File: src/qabm_pkg.sv
// Shared types, symbol codes and character decode for the bracket matcher.
package qabm_pkg;

	typedef enum logic [2:0] {
		SYM_NONE   = 3'd0,
		SYM_ROUND  = 3'd1,
		SYM_SQUARE = 3'd2,
		SYM_CURLY  = 3'd3,
		SYM_DQUOTE = 3'd4,
		SYM_SQUOTE = 3'd5
	} sym_t;

	typedef enum logic [2:0] {
		ST_MATCHED     = 3'd0,
		ST_WRONG_KIND  = 3'd1,
		ST_UNBALANCED  = 3'd2,
		ST_END_OF_TEXT = 3'd3,
		ST_OVERFLOW    = 3'd4
	} status_t;

	localparam int unsigned CHAR_W = 16;
	localparam int unsigned POS_W  = 31;

	localparam logic [CHAR_W-1:0] CH_DQUOTE   = 16'h0022;
	localparam logic [CHAR_W-1:0] CH_SQUOTE   = 16'h0027;
	localparam logic [CHAR_W-1:0] CH_RND_OPEN = 16'h0028;
	localparam logic [CHAR_W-1:0] CH_RND_CLS  = 16'h0029;
	localparam logic [CHAR_W-1:0] CH_SQR_OPEN = 16'h005B;
	localparam logic [CHAR_W-1:0] CH_SQR_CLS  = 16'h005D;
	localparam logic [CHAR_W-1:0] CH_CRL_OPEN = 16'h007B;
	localparam logic [CHAR_W-1:0] CH_CRL_CLS  = 16'h007D;

	// Per-cycle command to every stack cell.
	typedef struct packed {
		logic push;
		logic pop;
		sym_t sym;
	} stack_op_t;

	function automatic sym_t open_kind(input logic [CHAR_W-1:0] c);
		sym_t k;
		unique case (c)
			CH_RND_OPEN: k = SYM_ROUND;
			CH_SQR_OPEN: k = SYM_SQUARE;
			CH_CRL_OPEN: k = SYM_CURLY;
			default:     k = SYM_NONE;
		endcase
		return k;
	endfunction

	function automatic sym_t close_kind(input logic [CHAR_W-1:0] c);
		sym_t k;
		unique case (c)
			CH_RND_CLS: k = SYM_ROUND;
			CH_SQR_CLS: k = SYM_SQUARE;
			CH_CRL_CLS: k = SYM_CURLY;
			default:    k = SYM_NONE;
		endcase
		return k;
	endfunction

	function automatic sym_t quote_kind(input logic [CHAR_W-1:0] c);
		sym_t k;
		unique case (c)
			CH_DQUOTE: k = SYM_DQUOTE;
			CH_SQUOTE: k = SYM_SQUOTE;
			default:   k = SYM_NONE;
		endcase
		return k;
	endfunction

endpackage

File: src/qabm_char_if.sv
// Character channel: one text character per beat.
interface qabm_char_if;
	logic                            valid;
	logic                            ready;
	logic [qabm_pkg::CHAR_W-1:0]     character;
	logic [qabm_pkg::POS_W-1:0]      char_position;
	logic                            start_search;
	logic                            backward;
	logic                            end_of_text;

	modport source (
		output valid, character, char_position, start_search, backward, end_of_text,
		input  ready
	);
	modport sink (
		input  valid, character, char_position, start_search, backward, end_of_text,
		output ready
	);
endinterface

File: src/qabm_result_if.sv
// Result channel: one search result per beat.
interface qabm_result_if;
	logic                        valid;
	logic                        ready;
	logic [2:0]                  status;
	logic [qabm_pkg::POS_W-1:0]  match_position;

	modport source (
		output valid, status, match_position,
		input  ready
	);
	modport sink (
		input  valid, status, match_position,
		output ready
	);
endinterface

File: src/qabm_cell.sv
// One stack entry: loads from the cell above on push, from below on pop.
module qabm_cell (
	input  logic                clk,
	input  qabm_pkg::stack_op_t op,
	input  qabm_pkg::sym_t      from_above,
	input  qabm_pkg::sym_t      from_below,
	output qabm_pkg::sym_t      data
);

	qabm_pkg::sym_t data_q;

	always_ff @(posedge clk) begin
		priority if (op.push) begin
			data_q <= from_above;
		end else if (op.pop) begin
			data_q <= from_below;
		end else begin
			data_q <= data_q;
		end
	end

	assign data = data_q;

endmodule

File: src/quote_aware_bracket_matcher_core.sv
// Quote-aware bracket matcher top level: search control and shift-stack of cells.
// Throughput: one character per cycle while the result register is free or drained;
// input stalls while a result waits and the result channel is not ready.
// Latency: a result is valid on the cycle after the character that causes it.
// The stack is a row of cells; top of stack is cell 0, read directly each cycle.
// Reset clears search state, stack depth and the output valid flag; cells are not reset.
module quote_aware_bracket_matcher_core #(
	parameter int unsigned STACK_DEPTH = 64
) (
	input  logic          clk,
	input  logic          arst_n,
	qabm_char_if.sink     chars,
	qabm_result_if.source results
);

	localparam int unsigned DW = $clog2(STACK_DEPTH + 1);

	logic                 searching_q;
	logic                 scan_backward_q;
	logic [DW-1:0]        depth_q;
	logic                 out_valid_q;
	qabm_pkg::status_t    status_q;
	logic [qabm_pkg::POS_W-1:0] pos_q;

	logic                 accept;
	logic                 active;
	logic                 dir;
	logic [DW-1:0]        depth_eff;
	logic                 nonempty;
	logic                 full;
	qabm_pkg::sym_t       top;
	qabm_pkg::sym_t       quote;
	qabm_pkg::sym_t       lead;
	qabm_pkg::sym_t       trail;
	logic                 do_push;
	logic                 do_pop;
	qabm_pkg::sym_t       push_sym;
	logic                 has_result;
	qabm_pkg::status_t    res_status;
	logic [qabm_pkg::POS_W-1:0] res_pos;
	logic [DW-1:0]        depth_next;
	qabm_pkg::stack_op_t  op;
	qabm_pkg::sym_t       stack_sym [STACK_DEPTH];

	assign chars.ready = !out_valid_q || results.ready;
	assign accept      = chars.valid && chars.ready;

	assign active    = chars.start_search || searching_q;
	assign dir       = chars.start_search ? chars.backward : scan_backward_q;
	assign depth_eff = chars.start_search ? '0 : depth_q;
	assign nonempty  = depth_eff != '0;
	assign full      = depth_eff == DW'(STACK_DEPTH);
	assign top       = stack_sym[0];
	assign quote     = qabm_pkg::quote_kind(chars.character);
	assign lead      = dir ? qabm_pkg::close_kind(chars.character)
	                       : qabm_pkg::open_kind(chars.character);
	assign trail     = dir ? qabm_pkg::open_kind(chars.character)
	                       : qabm_pkg::close_kind(chars.character);

	always_comb begin
		do_push    = 1'b0;
		do_pop     = 1'b0;
		push_sym   = lead;
		has_result = 1'b0;
		res_status = qabm_pkg::ST_END_OF_TEXT;
		res_pos    = '0;
		if (active) begin
			if (quote != qabm_pkg::SYM_NONE) begin
				push_sym = quote;
				if (nonempty && top == quote) begin
					do_pop = 1'b1;
				end else if (full) begin
					has_result = 1'b1;
					res_status = qabm_pkg::ST_OVERFLOW;
				end else begin
					do_push = 1'b1;
				end
			end else if (nonempty && (top == qabm_pkg::SYM_DQUOTE ||
			                          top == qabm_pkg::SYM_SQUOTE)) begin
				// inside a quoted run: brackets do not count
			end else if (lead != qabm_pkg::SYM_NONE) begin
				if (full) begin
					has_result = 1'b1;
					res_status = qabm_pkg::ST_OVERFLOW;
				end else begin
					do_push = 1'b1;
				end
			end else if (trail != qabm_pkg::SYM_NONE) begin
				if (!nonempty) begin
					has_result = 1'b1;
					res_status = qabm_pkg::ST_UNBALANCED;
				end else begin
					do_pop = 1'b1;
					if (depth_eff == DW'(1)) begin
						has_result = 1'b1;
						res_status = (top == trail) ? qabm_pkg::ST_MATCHED
						                            : qabm_pkg::ST_WRONG_KIND;
						res_pos    = chars.char_position;
					end
				end
			end
			if (!has_result && chars.end_of_text) begin
				has_result = 1'b1;
				res_status = qabm_pkg::ST_END_OF_TEXT;
			end
		end
	end

	always_comb begin
		depth_next = depth_eff;
		if (do_push) begin
			depth_next = depth_eff + DW'(1);
		end else if (do_pop) begin
			depth_next = depth_eff - DW'(1);
		end
	end

	assign op.push = accept && do_push;
	assign op.pop  = accept && do_pop;
	assign op.sym  = push_sym;

	for (genvar i = 0; i < STACK_DEPTH; i++) begin : g_cell
		qabm_pkg::sym_t above;
		qabm_pkg::sym_t below;
		if (i == 0) begin : g_top
			assign above = op.sym;
		end else begin : g_mid
			assign above = stack_sym[i-1];
		end
		if (i == STACK_DEPTH - 1) begin : g_last
			assign below = stack_sym[i];
		end else begin : g_inner
			assign below = stack_sym[i+1];
		end
		qabm_cell u_cell (
			.clk        (clk),
			.op         (op),
			.from_above (above),
			.from_below (below),
			.data       (stack_sym[i])
		);
	end

	always_ff @(posedge clk or negedge arst_n) begin
		if (!arst_n) begin
			searching_q     <= 1'b0;
			scan_backward_q <= 1'b0;
			depth_q         <= '0;
			out_valid_q     <= 1'b0;
		end else begin
			if (accept) begin
				searching_q     <= active && !has_result;
				scan_backward_q <= dir;
				depth_q         <= depth_next;
			end
			if (accept && has_result) begin
				out_valid_q <= 1'b1;
			end else if (results.ready) begin
				out_valid_q <= 1'b0;
			end
		end
	end

	always_ff @(posedge clk) begin
		if (accept && has_result) begin
			status_q <= res_status;
			pos_q    <= res_pos;
		end
	end

	assign results.valid          = out_valid_q;
	assign results.status         = status_q;
	assign results.match_position = pos_q;

	a_depth_bound: assert property (@(posedge clk) disable iff (!arst_n)
		depth_q <= DW'(STACK_DEPTH))
		else $error("stack depth beyond capacity");

	a_result_ends_search: assert property (@(posedge clk) disable iff (!arst_n)
		accept && has_result |=> !searching_q && out_valid_q)
		else $error("search still active after its result");

	a_push_not_full: assert property (@(posedge clk) disable iff (!arst_n)
		op.push |-> !full && !op.pop)
		else $error("push into full stack or with pop");

	a_match_from_last: assert property (@(posedge clk) disable iff (!arst_n)
		accept && has_result && (res_status == qabm_pkg::ST_MATCHED ||
		                         res_status == qabm_pkg::ST_WRONG_KIND)
		|-> depth_eff == DW'(1) && do_pop)
		else $error("match reported while stack not at last entry");

	a_idle_quiet: assert property (@(posedge clk) disable iff (!arst_n)
		accept && !active |=> depth_q == $past(depth_q) && !searching_q)
		else $error("idle character changed search state");

endmodule

File: src/flat_wrapper.sv
// flat-port wrapper written by rule: the top's interface ports become plain ports
module quote_aware_bracket_matcher_core_flat 
#(
	parameter int unsigned STACK_DEPTH = 64
)
  (clk, arst_n, chars_valid, chars_character, chars_char_position, chars_start_search, chars_backward, chars_end_of_text, chars_ready, results_valid, results_status, results_match_position, results_ready);
  qabm_char_if chars_i ();
  qabm_result_if results_i ();
  input  logic clk;
  input  logic arst_n;
  input wire logic [$bits(chars_i.valid)-1:0] chars_valid;
  input wire logic [$bits(chars_i.character)-1:0] chars_character;
  input wire logic [$bits(chars_i.char_position)-1:0] chars_char_position;
  input wire logic [$bits(chars_i.start_search)-1:0] chars_start_search;
  input wire logic [$bits(chars_i.backward)-1:0] chars_backward;
  input wire logic [$bits(chars_i.end_of_text)-1:0] chars_end_of_text;
  output wire logic [$bits(chars_i.ready)-1:0] chars_ready;
  output wire logic [$bits(results_i.valid)-1:0] results_valid;
  output wire logic [$bits(results_i.status)-1:0] results_status;
  output wire logic [$bits(results_i.match_position)-1:0] results_match_position;
  input wire logic [$bits(results_i.ready)-1:0] results_ready;
  assign chars_i.valid = chars_valid;
  assign chars_i.character = chars_character;
  assign chars_i.char_position = chars_char_position;
  assign chars_i.start_search = chars_start_search;
  assign chars_i.backward = chars_backward;
  assign chars_i.end_of_text = chars_end_of_text;
  assign chars_ready = chars_i.ready;
  assign results_valid = results_i.valid;
  assign results_status = results_i.status;
  assign results_match_position = results_i.match_position;
  assign results_i.ready = results_ready;
  quote_aware_bracket_matcher_core #(.STACK_DEPTH(STACK_DEPTH)) u_core (.clk(clk), .arst_n(arst_n), .chars(chars_i), .results(results_i));
endmodule
File: config.mk
export PLATFORM = sky130hd
export DESIGN_NAME = quote_aware_bracket_matcher_core_flat
export DESIGN_NICKNAME = d
export VERILOG_FILES = /design/src/qabm_pkg.sv /design/src/qabm_char_if.sv /design/src/qabm_result_if.sv /design/src/qabm_cell.sv /design/src/quote_aware_bracket_matcher_core.sv /design/src/flat_wrapper.sv
export SDC_FILE = /design/constraint.sdc
export NUM_CORES = 1
export LEC_CHECK = 0
export BUFFER_PORTS_ARGS = -buffer_cell sky130_fd_sc_hd__buf_2
export CAP_MARGIN = 20
export CORE_MARGIN = 4
export CORE_UTILIZATION = 60
export CTS_BUF_LIST = sky130_fd_sc_hd__clkbuf_4 sky130_fd_sc_hd__clkbuf_8 sky130_fd_sc_hd__clkbuf_16
export DETAILED_ROUTE_END_ITERATION = 16
export GPL_TIMING_DRIVEN = 0
export HOLD_SLACK_MARGIN = 0.1
export PLACE_DENSITY_LB_ADDON = 0.12
export SYNTH_ARGS = -nofsm -noshare
export SYNTH_HDL_FRONTEND = slang
export SYNTH_HIERARCHICAL = 1
export SYNTH_SLANG_ARGS = --single-unit
export TNS_END_PERCENT = 10
File: constraint.sdc
create_clock -name clk -period 10.4 [get_ports clk]
set_input_delay 2.08 -clock clk [delete_from_list [all_inputs] [get_ports clk]]
set_output_delay 2.08 -clock clk [all_outputs]
set_load 0.01 [all_outputs]
==> flow_metrics.env, run 1 <==
export IMPL_yosysTopAreaCell="edfxtp_1"
export IMPL_crit_type="input port to flop"
export IMPL_ys_flop_type="edfxtp_1"
export IMPL_synthTopCellsByArea="edfxtp_1 (61%), mux2_2 (20%), or2_2 (3.7%)"
export IMPL_syn_to_final_growth_pct=14.6
export IMPL_swShare_pct=19.9
export IMPL_drt_pre_antenna_iters=5
export IMPL_intPower_mw=1.54
export IMPL_hpwl_um=13500
export IMPL_drt_first_iter_violations=463
export IMPL_min_path_cells=2
export IMPL_grt_overflow=0
export IMPL_p_switching_mw=0.383
export IMPL_post_drt_wl_per_cell_um=17.8
export IMPL_htree_levels=1
export IMPL_postCtsHoldBufs=0
export IMPL_cts_tree="built"
export IMPL_clk_latency_ns=0.50
export IMPL_final_antenna_net_count=0
export IMPL_pwr_share_comb_pct=3.5
export IMPL_cap_violations=0
export IMPL_nNetsFinal=893
export IMPL_antenna_found_initial=0
export IMPL_grt_pass1_vias=6310
export IMPL_r2r_cells=11
export IMPL_yosysTopAreaCellShare_pct=61.4
export IMPL_dpl_worst_slack_ns=4.48
export IMPL_place_gp_congestion=0.931
export IMPL_async_flop_share_pct=4.24
export IMPL_fin_worst_skew_ns=0.00682
export IMPL_avgSynthCellArea_um2=15.4
export IMPL_timing_fmax_mhz=183
export IMPL_cts_resized=0
export IMPL_setup_viol=0
export IMPL_rows=49
export IMPL_die_area_um2=20700
export IMPL_drt_total_wl_um=19200
export IMPL_stdcell_count=1082
export IMPL_min_path_type="flop to flop"
export IMPL_grt_pass1_wl_um=31400
export IMPL_start_util_pct=61.3
export IMPL_clk_pin_slew_worst_paths_ns=0.06
export IMPL_dieHeight_um=144
export IMPL_worstMarginPinSlew_ns=0.639
export IMPL_hold_viol=0
export IMPL_status="finished, final reports clean"
export IMPL_rsz0062_at_grt="no"
export IMPL_cp_max_fo=87
export IMPL_drc_errors=0
export IMPL_grt_max_degree=88
export IMPL_cts_root_buf="clkbuf_16"
export IMPL_die_x_um=144
export IMPL_p_leak_nw=4.60
export IMPL_io_pins=90
export IMPL_crit_path_end_kind="flop"
export IMPL_syn_area_um2=11100
export IMPL_via_count=6322
export IMPL_ys_seq_elements=236
export IMPL_start_kind="input port"
export IMPL_cts_buffers=24
export IMPL_cts_sinks=236
export IMPL_ys_warn_count=6
export IMPL_dp_cells=1038
export IMPL_vias_per_cell=5.84
export IMPL_period_needed_ns=5.46
export IMPL_netlist_top_cells_count="edfxtp_1 (226), mux2_2 (195), or2_2 (66)"
export IMPL_n_antenna_cell=0
export IMPL_sequentialPowerShare_pct=54.0
export IMPL_synth_distinct_cells=56
export IMPL_track_usage_pct=18.4
export IMPL_slew_headroom_pct=57.2
export IMPL_pwr_share_clk_pct=42.5
export IMPL_synth_nets=774
export IMPL_total_power_mw=1.92
export IMPL_yosysSeqAreaShare_pct=63.6
export IMPL_critPathArrivalTime_ns=5.71
export IMPL_yosysMostFrequentCell="edfxtp_1"
export IMPL_fillers=1216
export IMPL_slew_violations=0
export IMPL_setup_ws_ns=4.94
export IMPL_powerDensity_nw_per_um2=152
export IMPL_syn_inst=716
export IMPL_synth_edf_count=226
export IMPL_coreArea_um2=18000
export IMPL_cts_setup_buffers=0
export IMPL_io_buffer_count=87
export IMPL_clk_path_buf_depth=3
export IMPL_drive_above_1_share_pct=48.8
export IMPL_worstPathRequired_ns=10.65
export IMPL_min_period_over_period_pct=52.5
export IMPL_peakVddDrop_uv=116
[layer usage]
metal	up-vias	GRT usage, %	wire [um]
met5	-	0	0
met4	0	5.20	429
met3	40	2.66	1240
met2	200	31.2	9040
met1	3052	25.1	8540
li1	3030	-	-
[worst paths after layout]
kind	end	start	slack [ns]
worst max-delay path	u_core/g_cell[45].u_cell/data[1]$_DFFE_PP_	chars_start_search	4.94
worst min-delay path	u_core/searching_q$_DFFE_PN0P_	u_core/searching_q$_DFFE_PN0P_	0.55
worst min register to register	u_core/searching_q$_DFFE_PN0P_	u_core/searching_q$_DFFE_PN0P_	0.55
worst max register to register	u_core/g_cell[45].u_cell/data[1]$_DFFE_PP_	u_core/depth_q[4]$_DFFE_PN0P_	6.13
min in group asynchronous	u_core/depth_q[4]$_DFFE_PN0P_	arst_n	1.43
max in group asynchronous	u_core/depth_q[1]$_DFFE_PN0P_	arst_n	8.77
[cell usage in the layout, fill, tap and decap left out, types with 4 or more instances in the layout]
cell type	n
and2_1	34
clkinv_1	6
nor3_1	6
mux2_2	195
nand2_1	23
o21ai_0	5
or2_2	66
nand3_1	14
nor2_1	19
and3_1	5
clkinv_2	5
dfrtp_1	10
clkbuf_1	5
ha_1	4
o211ai_1	6
a21oi_1	11
clkbuf_4	5
nand4_1	6
clkbuf_16	25
buf_2	91
inv_1	11
edfxtp_1	226
nor2b_1	4
[layout make-up]
| cell class | instances | area (um^2) | area share (%) |
|---|---|---|---|
| flip-flops and latches | 236 | 7040 | 55.5 |
| multi-input cells | 457 | 3930 | 31.0 |
| clock buffers | 30 | 663 | 5.23 |
| repair buffers | 93 | 561 | 4.42 |
| well taps | 229 | 287 | 2.26 |
| clock inverters | 14 | 93.8 | 0.741 |
| plain buffers | 12 | 65.1 | 0.513 |
| inverters | 11 | 41.3 | 0.326 |
[critical path, cell delays in order]
cell and delay [ns]:
buf_6 0.12, inv_1 0.15, nand2_1 0.16, ha_1 0.29, inv_1 0.12, o21ai_1 0.35
a32o_1 0.29, buf_4 0.19, and3_4 0.46, buf_16 0.32, buf_16 0.35, buf_16 0.34
mux2_2 0.38
[flip-flops by register name, indices dropped and copies added, names as in the netlist]
| register | flops |
|---|---|
| u_core/results.valid | 1 |
| u_core/results.match_position | 31 |
| u_core/depth_q | 7 |
| u_core/results.status | 3 |
| u_core/searching_q | 1 |
| u_core/scan_backward_q | 1 |
| u_core/g_cell.u_cell/data | 192 |
[kinds of logic (layout without fill, tap and decap cells)]
family	after synthesis	count (layout)	synth area share, %
flops	236	236	63.6
mux	199	199	20.3
fa+ha+maj	4	4	0.453
buf+inv	23	160	0.962
compound gates	53	53	4.02
simple gates	199	199	10.4
xor+xnor	2	2	0.158
[power by group through the flow]
stage / combinational, mW / sequential, mW / clock (mW)
floorplan: 0.0357 / 1.06 / 0
global placement: 0.0616 / 1.06 / 0
detailed placement: 0.0652 / 1.06 / 0
CTS: 0.0658 / 1.04 / 0.838
global route: 0.0725 / 1.04 / 0.878
finish: 0.0664 / 1.04 / 0.817
[stage by stage]
stage | cell area, um^2 | util, % | setup TNS, ns | hold slack (ns)
after floorplan | 11100 | - | 0 | 0.491
after global placement | 11800 | 65.3 | -363.63 | 0.511
after detailed placement | 11900 | 66.1 | 0 | 0.531
after CTS | 12700 | 70.3 | 0 | 0.548
after global routing | 12700 | 70.3 | 0 | 0.564
final | 12700 | 70.3 | 0 | 0.547
Power figures use the tool's default switching activity.
==> inputs of run 2 (changes only) <==
Settings changed: ABC_AREA set to 1, CORE_UTILIZATION 60 to 55.
Clock period 10.4 ns to 5 ns, I/O delays scaled along.
==> run 2 against run 1 <==
Via count increased by 30%. Combinational power grew to 12 times the previous value. Synthesized cell count up 81%. Setup slack got worse by 3.9 ns. Die area grew 15%. Sequential cell count stayed put. First-iteration DRC count rose by 18%. Sequential power rose by 150%. Clock-buffer cell count shrank 3. Global-route usage hardly changed. Critical endpoint is now u_core/g_cell[49].u_cell/data[2]$_DFFE_PP_. Highest routed layer unchanged.
==> flow_metrics.env, run 2 <==
export IMPL_period_needed_ns=3.99
export IMPL_synth_simple_area_share_pct=33.1
export IMPL_largest_reg_flops=192
export IMPL_yosysSeqAreaShare_pct=59.8
export IMPL_grt_pass1_wl_um=36800
export IMPL_fin_setup_tns_ns=0
export IMPL_cts_resized=0
export IMPL_ys_flop_type="edfxtp_1"
export IMPL_yosysTopAreaCell="edfxtp_1"
export IMPL_antenna_found_initial=0
export IMPL_r2r_setup_slack_ns=1.29
export IMPL_reg2reg_from="u_core/depth_q[0]$_DFFE_PN0P_"
export IMPL_setup_viol=0
export IMPL_r2r_cells=16
export IMPL_crit_type="input port to flop"
export IMPL_cts_root_buf="clkbuf_16"
export IMPL_vias_per_cell=4.81
export IMPL_rows=53
export IMPL_critPathArrivalTime_ns=4.24
export IMPL_start_util_pct=55.9
export IMPL_worstMarginPinSlew_ns=0.838
export IMPL_drive_above_1_share_pct=18.0
export IMPL_min_period_over_period_pct=79.7
export IMPL_powerDensity_nw_per_um2=379
export IMPL_met1_usage_pct=25.3
export IMPL_track_usage_pct=18.4
export IMPL_async_flop_share_pct=4.24
export IMPL_grtUsageMet3_pct=2.57
export IMPL_nNetsFinal=1475
export IMPL_ys_warn_count=6
export IMPL_worstPathRequired_ns=5.26
export IMPL_dieHeight_um=154
export IMPL_die_area_um2=23800
export IMPL_fillers=1710
export IMPL_drt_total_wl_um=21800
export IMPL_start_kind="input port"
export IMPL_synth_xor_area_share_pct=0.596
export IMPL_busiest_layer="met2"
export IMPL_layout_commonest_cell="nand2_1"
export IMPL_die_x_um=154
export IMPL_grt_use_met2_pct=31.0
export IMPL_fin_worst_skew_ns=0.00960
export IMPL_yosysTopAreaCellShare_pct=57.7
export IMPL_cts_buffers=25
export IMPL_drt_first_iter_violations=546
export IMPL_clk_latency_ns=0.51
export IMPL_hold_viol=0
export IMPL_clk_pin_slew_worst_paths_ns=0.06
export IMPL_status="finished, final reports clean"
export IMPL_htree_levels=1
export IMPL_yosys_area_share_adder_pct=0.426
export IMPL_io_pins=90
export IMPL_synth_top_family_by_area="simple AND/OR/NAND/NOR gates"
export IMPL_ys_seq_elements=236
export IMPL_io_buffer_count=89
export IMPL_synth_edf_count=226
export IMPL_timing_fmax_mhz=251
export IMPL_clk_path_buf_depth=3
export IMPL_yosysMostFrequentCell="nand2_1"
export IMPL_synth_area_mux_share_pct=0
export IMPL_drc_errors=0
export IMPL_synth_distinct_cells=33
export IMPL_via_count=8211
export IMPL_netlist_top_cells_count="nand2_1 (698), edfxtp_1 (226), inv_2 (72)"
export IMPL_postPlaceCellArea_um2=12600
export IMPL_drt_pre_antenna_iters=5
export IMPL_crit_path_end_kind="flop"
export IMPL_syn_to_final_growth_pct=14.1
export IMPL_grt_pass1_vias=8097
export IMPL_post_route_util_pct=63.8
export IMPL_peakVddDrop_uv=237
export IMPL_synth_nets=1356
export IMPL_hpwl_um=15300
export IMPL_synth_compound_area_share_pct=0.734
export IMPL_coreArea_um2=21000
export IMPL_stdcell_count=1708
export IMPL_cp_max_fo=201
export IMPL_synthTopCellsByArea="edfxtp_1 (58%), nand2_1 (22%), or2_1 (3.5%)"
export IMPL_slew_violations=0
export IMPL_rsz0062_at_grt="no"
export IMPL_cts_sinks=236
export IMPL_syn_area_um2=11800
export IMPL_cap_violations=0
export IMPL_r2r_end="u_core/g_cell[49].u_cell/data[2]$_DFFE_PP_"
export IMPL_post_drt_wl_per_cell_um=12.8
export IMPL_fin_area_um2=13400
export IMPL_dp_cells=1665
export IMPL_syn_inst=1298
export IMPL_slew_headroom_pct=44.1
export IMPL_final_antenna_net_count=0
export IMPL_min_path_type="input port to asynchronous set/reset pin"
export IMPL_postCtsHoldBufs=0
export IMPL_grt_max_degree=202
export IMPL_place_gp_congestion=0.857
export IMPL_p_leak_nw=6.08
export IMPL_n_antenna_cell=0
export IMPL_mostFrequentLayoutCells="nand2_1 (698), edfxtp_1 (226), buf_2 (90)"
export IMPL_cts_tree="built"
export IMPL_grt_overflow=0
export IMPL_avgSynthCellArea_um2=9.06
export IMPL_cts_setup_buffers=0
[run 2: worst max path at each step]
| stage | startpoint | to | slack, ns |
|---|---|---|---|
| floorplan | chars_start_search | u_core/g_cell[0].u_cell/data[0]$_DFFE_PP_ | 0.53 |
| global placement | chars_start_search | u_core/g_cell[49].u_cell/data[1]$_DFFE_PP_ | -0.48 |
| CTS | chars_start_search | u_core/g_cell[50].u_cell/data[0]$_DFFE_PP_ | 1.13 |
| global route | chars_start_search | u_core/g_cell[47].u_cell/data[2]$_DFFE_PP_ | 0.83 |
| detailed placement | chars_start_search | u_core/g_cell[50].u_cell/data[1]$_DFFE_PP_ | 0.58 |
| finish | chars_start_search | u_core/g_cell[49].u_cell/data[2]$_DFFE_PP_ | 1.01 |
[run 2: logic make-up after synthesis]
group                    after synthesis
AND/OR/NAND/NOR                      885
AO/OA/AOI/OAI                         15
buffers and inverters                150
adder cells (fa/ha/maj)                4
flip-flops                           236
XOR/XNOR                               8
[run 2: critical path, cell delays in order]
cell	delay, ns
buf_2	0.16
nor2_1	0.20
inv_1	0.12
ha_1	0.21
inv_1	0.14
nor2_8	0.06
nand2_4	0.10
inv_2	0.03
nor2_1	0.16
nand3_1	0.15
nand2_1	0.08
nand2_1	0.10
nand3_1	0.26
clkinv_8	0.39
buf_16	0.42
or2_1	0.45
[run 2: final cells by class]
type | instances | area [um^2] | share of cell area (%)
buffer | 6 | 80.1 | 0.597
tap | 275 | 344 | 2.56
clock buffer | 27 | 641 | 4.77
timing repair buffer | 92 | 520 | 3.88
inverter | 144 | 556 | 4.14
clock inverter | 16 | 138 | 1.03
sequential | 236 | 7040 | 52.4
multi-input combinational | 912 | 4100 | 30.6
[run 2: metrics by stage]
| stage | power [mW] | setup slack (ns) | hold slack, ns |
|---|---|---|---|
| finish | 5.09 | 1.01 | 0.344 |
| global route | 5.37 | 0.825 | 0.334 |
| CTS | 5.15 | 1.13 | 0.326 |
| detailed placement | 3.38 | 0.580 | 0.502 |
| global placement | 3.34 | -0.477 | 0.495 |
| floorplan | 3.13 | 0.532 | 0.477 |
[run 2: layer usage]
layer  wire [um]  vias to the layer above
met5           0                        -
met4         352                        0
met3         755                       28
met2       10700                       98
met1       10000                     3731
li1            -                     4354
[run 2: power by group]
part / total, mW / switching (mW) / internal (mW)
clock network: 1.75 / 0.728 / 1.03
registers: 2.56 / 0.104 / 2.46
logic: 0.770 / 0.501 / 0.269
total: 5.09 / 1.33 / 3.75
==> inputs of run 3 (changes only) <==
Settings changed: CORE_UTILIZATION 55 to 60.
Clock period 5 ns to 4.1 ns, I/O delays scaled along.
==> run 3 against run 2 <==
Sequential power grew 22%. Hold slack got worse by 0.18 ns. Critical path depth did not move. Global-route usage increased by 2.4 points. First-iteration DRC count is 7.9% lower. Setup slack got worse by 0.74 ns. Critical endpoint is now u_core/g_cell[56].u_cell/data[1]$_DFFE_PP_. Final cell count down 0.59%. Routed wire length rose by 4.3%. Highest routed layer unchanged. Non-clock buffer count stayed put. Via count is 2.5% higher.
==> flow_metrics.env, run 3 (same netlist as run 2, synthesis figures left out) <==
export IMPL_worstPathRequired_ns=4.35
export IMPL_rows=50
export IMPL_layout_commonest_cell="nand2_1"
export IMPL_final_antenna_net_count=0
export IMPL_grt_pass1_vias=8238
export IMPL_clk_pin_slew_worst_paths_ns=0.06
export IMPL_clk_path_buf_depth=3
export IMPL_critical_path_cell_chain="buf_2 > nor2_1 > inv_1 > ha_1 > inv_1 > nor2_8 > nand2_4 > inv_2 > nor2_1 > nand3_1 > nand2_1 > nand2_1 > nand3_1 > clkinv_8 > buf_16 > or2_1"
export IMPL_hpwl_um=15900
export IMPL_critPathMaxStageDelay_ns=0.46
export IMPL_grt_pass1_wl_um=37600
export IMPL_fillers=1470
export IMPL_cap_violations=0
export IMPL_vias_per_cell=4.96
export IMPL_fin_area_um2=13500
export IMPL_crit_slowest_cell="or2_1"
export IMPL_powerDensity_nw_per_um2=481
export IMPL_coreArea_um2=19000
export IMPL_peakVddDrop_uv=391
export IMPL_n_antenna_cell=0
export IMPL_io_pins=90
export IMPL_status="finished, final reports clean"
export IMPL_p_leak_nw=6.14
export IMPL_cts_setup_buffers=0
export IMPL_io_buffer_count=89
export IMPL_cts_buffers=26
export IMPL_slew_violations=0
export IMPL_antenna_found_initial=0
export IMPL_drt_total_wl_um=22700
export IMPL_cp_max_fo=226
export IMPL_critPathArrivalTime_ns=4.07
export IMPL_clk_latency_ns=0.51
export IMPL_drt_pre_antenna_iters=5
export IMPL_rsz0062_at_grt="no"
export IMPL_postCtsHoldBufs=0
export IMPL_postPlaceCellArea_um2=12600
export IMPL_worstMarginPinSlew_ns=0.914
export IMPL_fin_worst_skew_ns=0.00600
export IMPL_cts_sinks=236
export IMPL_min_path_type="input port to asynchronous set/reset pin"
export IMPL_via_count=8417
export IMPL_grt_overflow=0
export IMPL_drc_errors=0
export IMPL_period_needed_ns=3.83
export IMPL_dieHeight_um=148
export IMPL_crit_path_end_kind="flop"
export IMPL_htree_levels=1
export IMPL_drt_first_iter_violations=503
export IMPL_crit_type="input port to flop"
export IMPL_post_drt_wl_per_cell_um=13.4
export IMPL_syn_to_final_growth_pct=15.1
export IMPL_drive_above_1_share_pct=18.2
export IMPL_slew_headroom_pct=39.1
export IMPL_start_util_pct=61.8
export IMPL_mostFrequentLayoutCells="nand2_1 (698), edfxtp_1 (226), buf_2 (90)"
export IMPL_cts_root_buf="clkbuf_16"
export IMPL_track_usage_pct=20.8
export IMPL_nNetsFinal=1476
export IMPL_largest_reg_flops=192
export IMPL_r2r_setup_slack_ns=0.37
export IMPL_min_period_over_period_pct=93.3
export IMPL_start_kind="input port"
export IMPL_die_area_um2=21900
export IMPL_die_x_um=148
export IMPL_post_route_util_pct=71.2
export IMPL_cts_resized=0
export IMPL_cts_tree="built"
export IMPL_grt_max_degree=227
export IMPL_place_gp_congestion=0.796
export IMPL_hold_viol=0
export IMPL_setup_viol=0
export IMPL_timing_fmax_mhz=261
run 3: critical path, delay by kind of cell:
kind / cells / cell delay, ns
buffers and inverters: 6 / 1.22
AND/OR/NAND/NOR: 9 / 1.60
adder cells (fa/ha/maj): 1 / 0.21
run 3: power breakdown:
part / switching (mW) / total [mW] / internal, mW
Combinational: 0.613 / 0.941 / 0.328
Clock: 0.926 / 2.44 / 1.51
Sequential: 0.131 / 3.13 / 3.00
Total: 1.67 / 6.51 / 4.84
run 3: stage by stage:
stage	total power, mW	hold slack, ns	setup WS, ns	TNS, ns	cells
3_3_place_gp	4.06	0.493	-0.349	-73.56	1647
3_5_place_dp	4.12	0.504	-0.126	-13.44	1650
4_1_cts	6.57	0.151	0.419	0	1698
5_1_grt	6.82	0.156	0.0683	0	1698
6_report	6.51	0.166	0.274	0	1698
2_1_floorplan	3.82	0.477	0.386	0	1298
run 3: routing by layer:
metal	track usage (%)	vias to the layer above	wire length [um]
li1	-	4350	-
met1	27.2	3894	9900
met2	37.3	139	11700
met3	2.76	34	689
met4	4.53	0	446
met5	0	-	0
run 3: worst paths after layout:
check	startpoint	end	depth (start not counted)
max	chars_start_search	u_core/g_cell[56].u_cell/data[1]$_DFFE_PP_	16
min	arst_n	u_core/searching_q$_DFFE_PN0P_	1
max reg2reg	u_core/depth_q[0]$_DFFE_PN0P_	u_core/g_cell[56].u_cell/data[1]$_DFFE_PP_	16
min reg2reg	u_core/results.valid$_DFFE_PN0P_	u_core/results.valid$_DFFE_PN0P_	2
max in group asynchronous	arst_n	u_core/depth_q[4]$_DFFE_PN0P_	1
min in group clk	u_core/results.valid$_DFFE_PN0P_	u_core/results.valid$_DFFE_PN0P_	2
run 3: cell type report:
type                    count  area, um^2  area share [%]
flip-flops and latches    236        7040            52.0
multi-input cells         912        4100            30.3
clock buffers              27         676            4.99
inverters                 144         556            4.11
repair buffers             92         520            3.85
well taps                 260         325            2.40
clock inverters            21         238            1.76
plain buffers               6        80.1           0.592
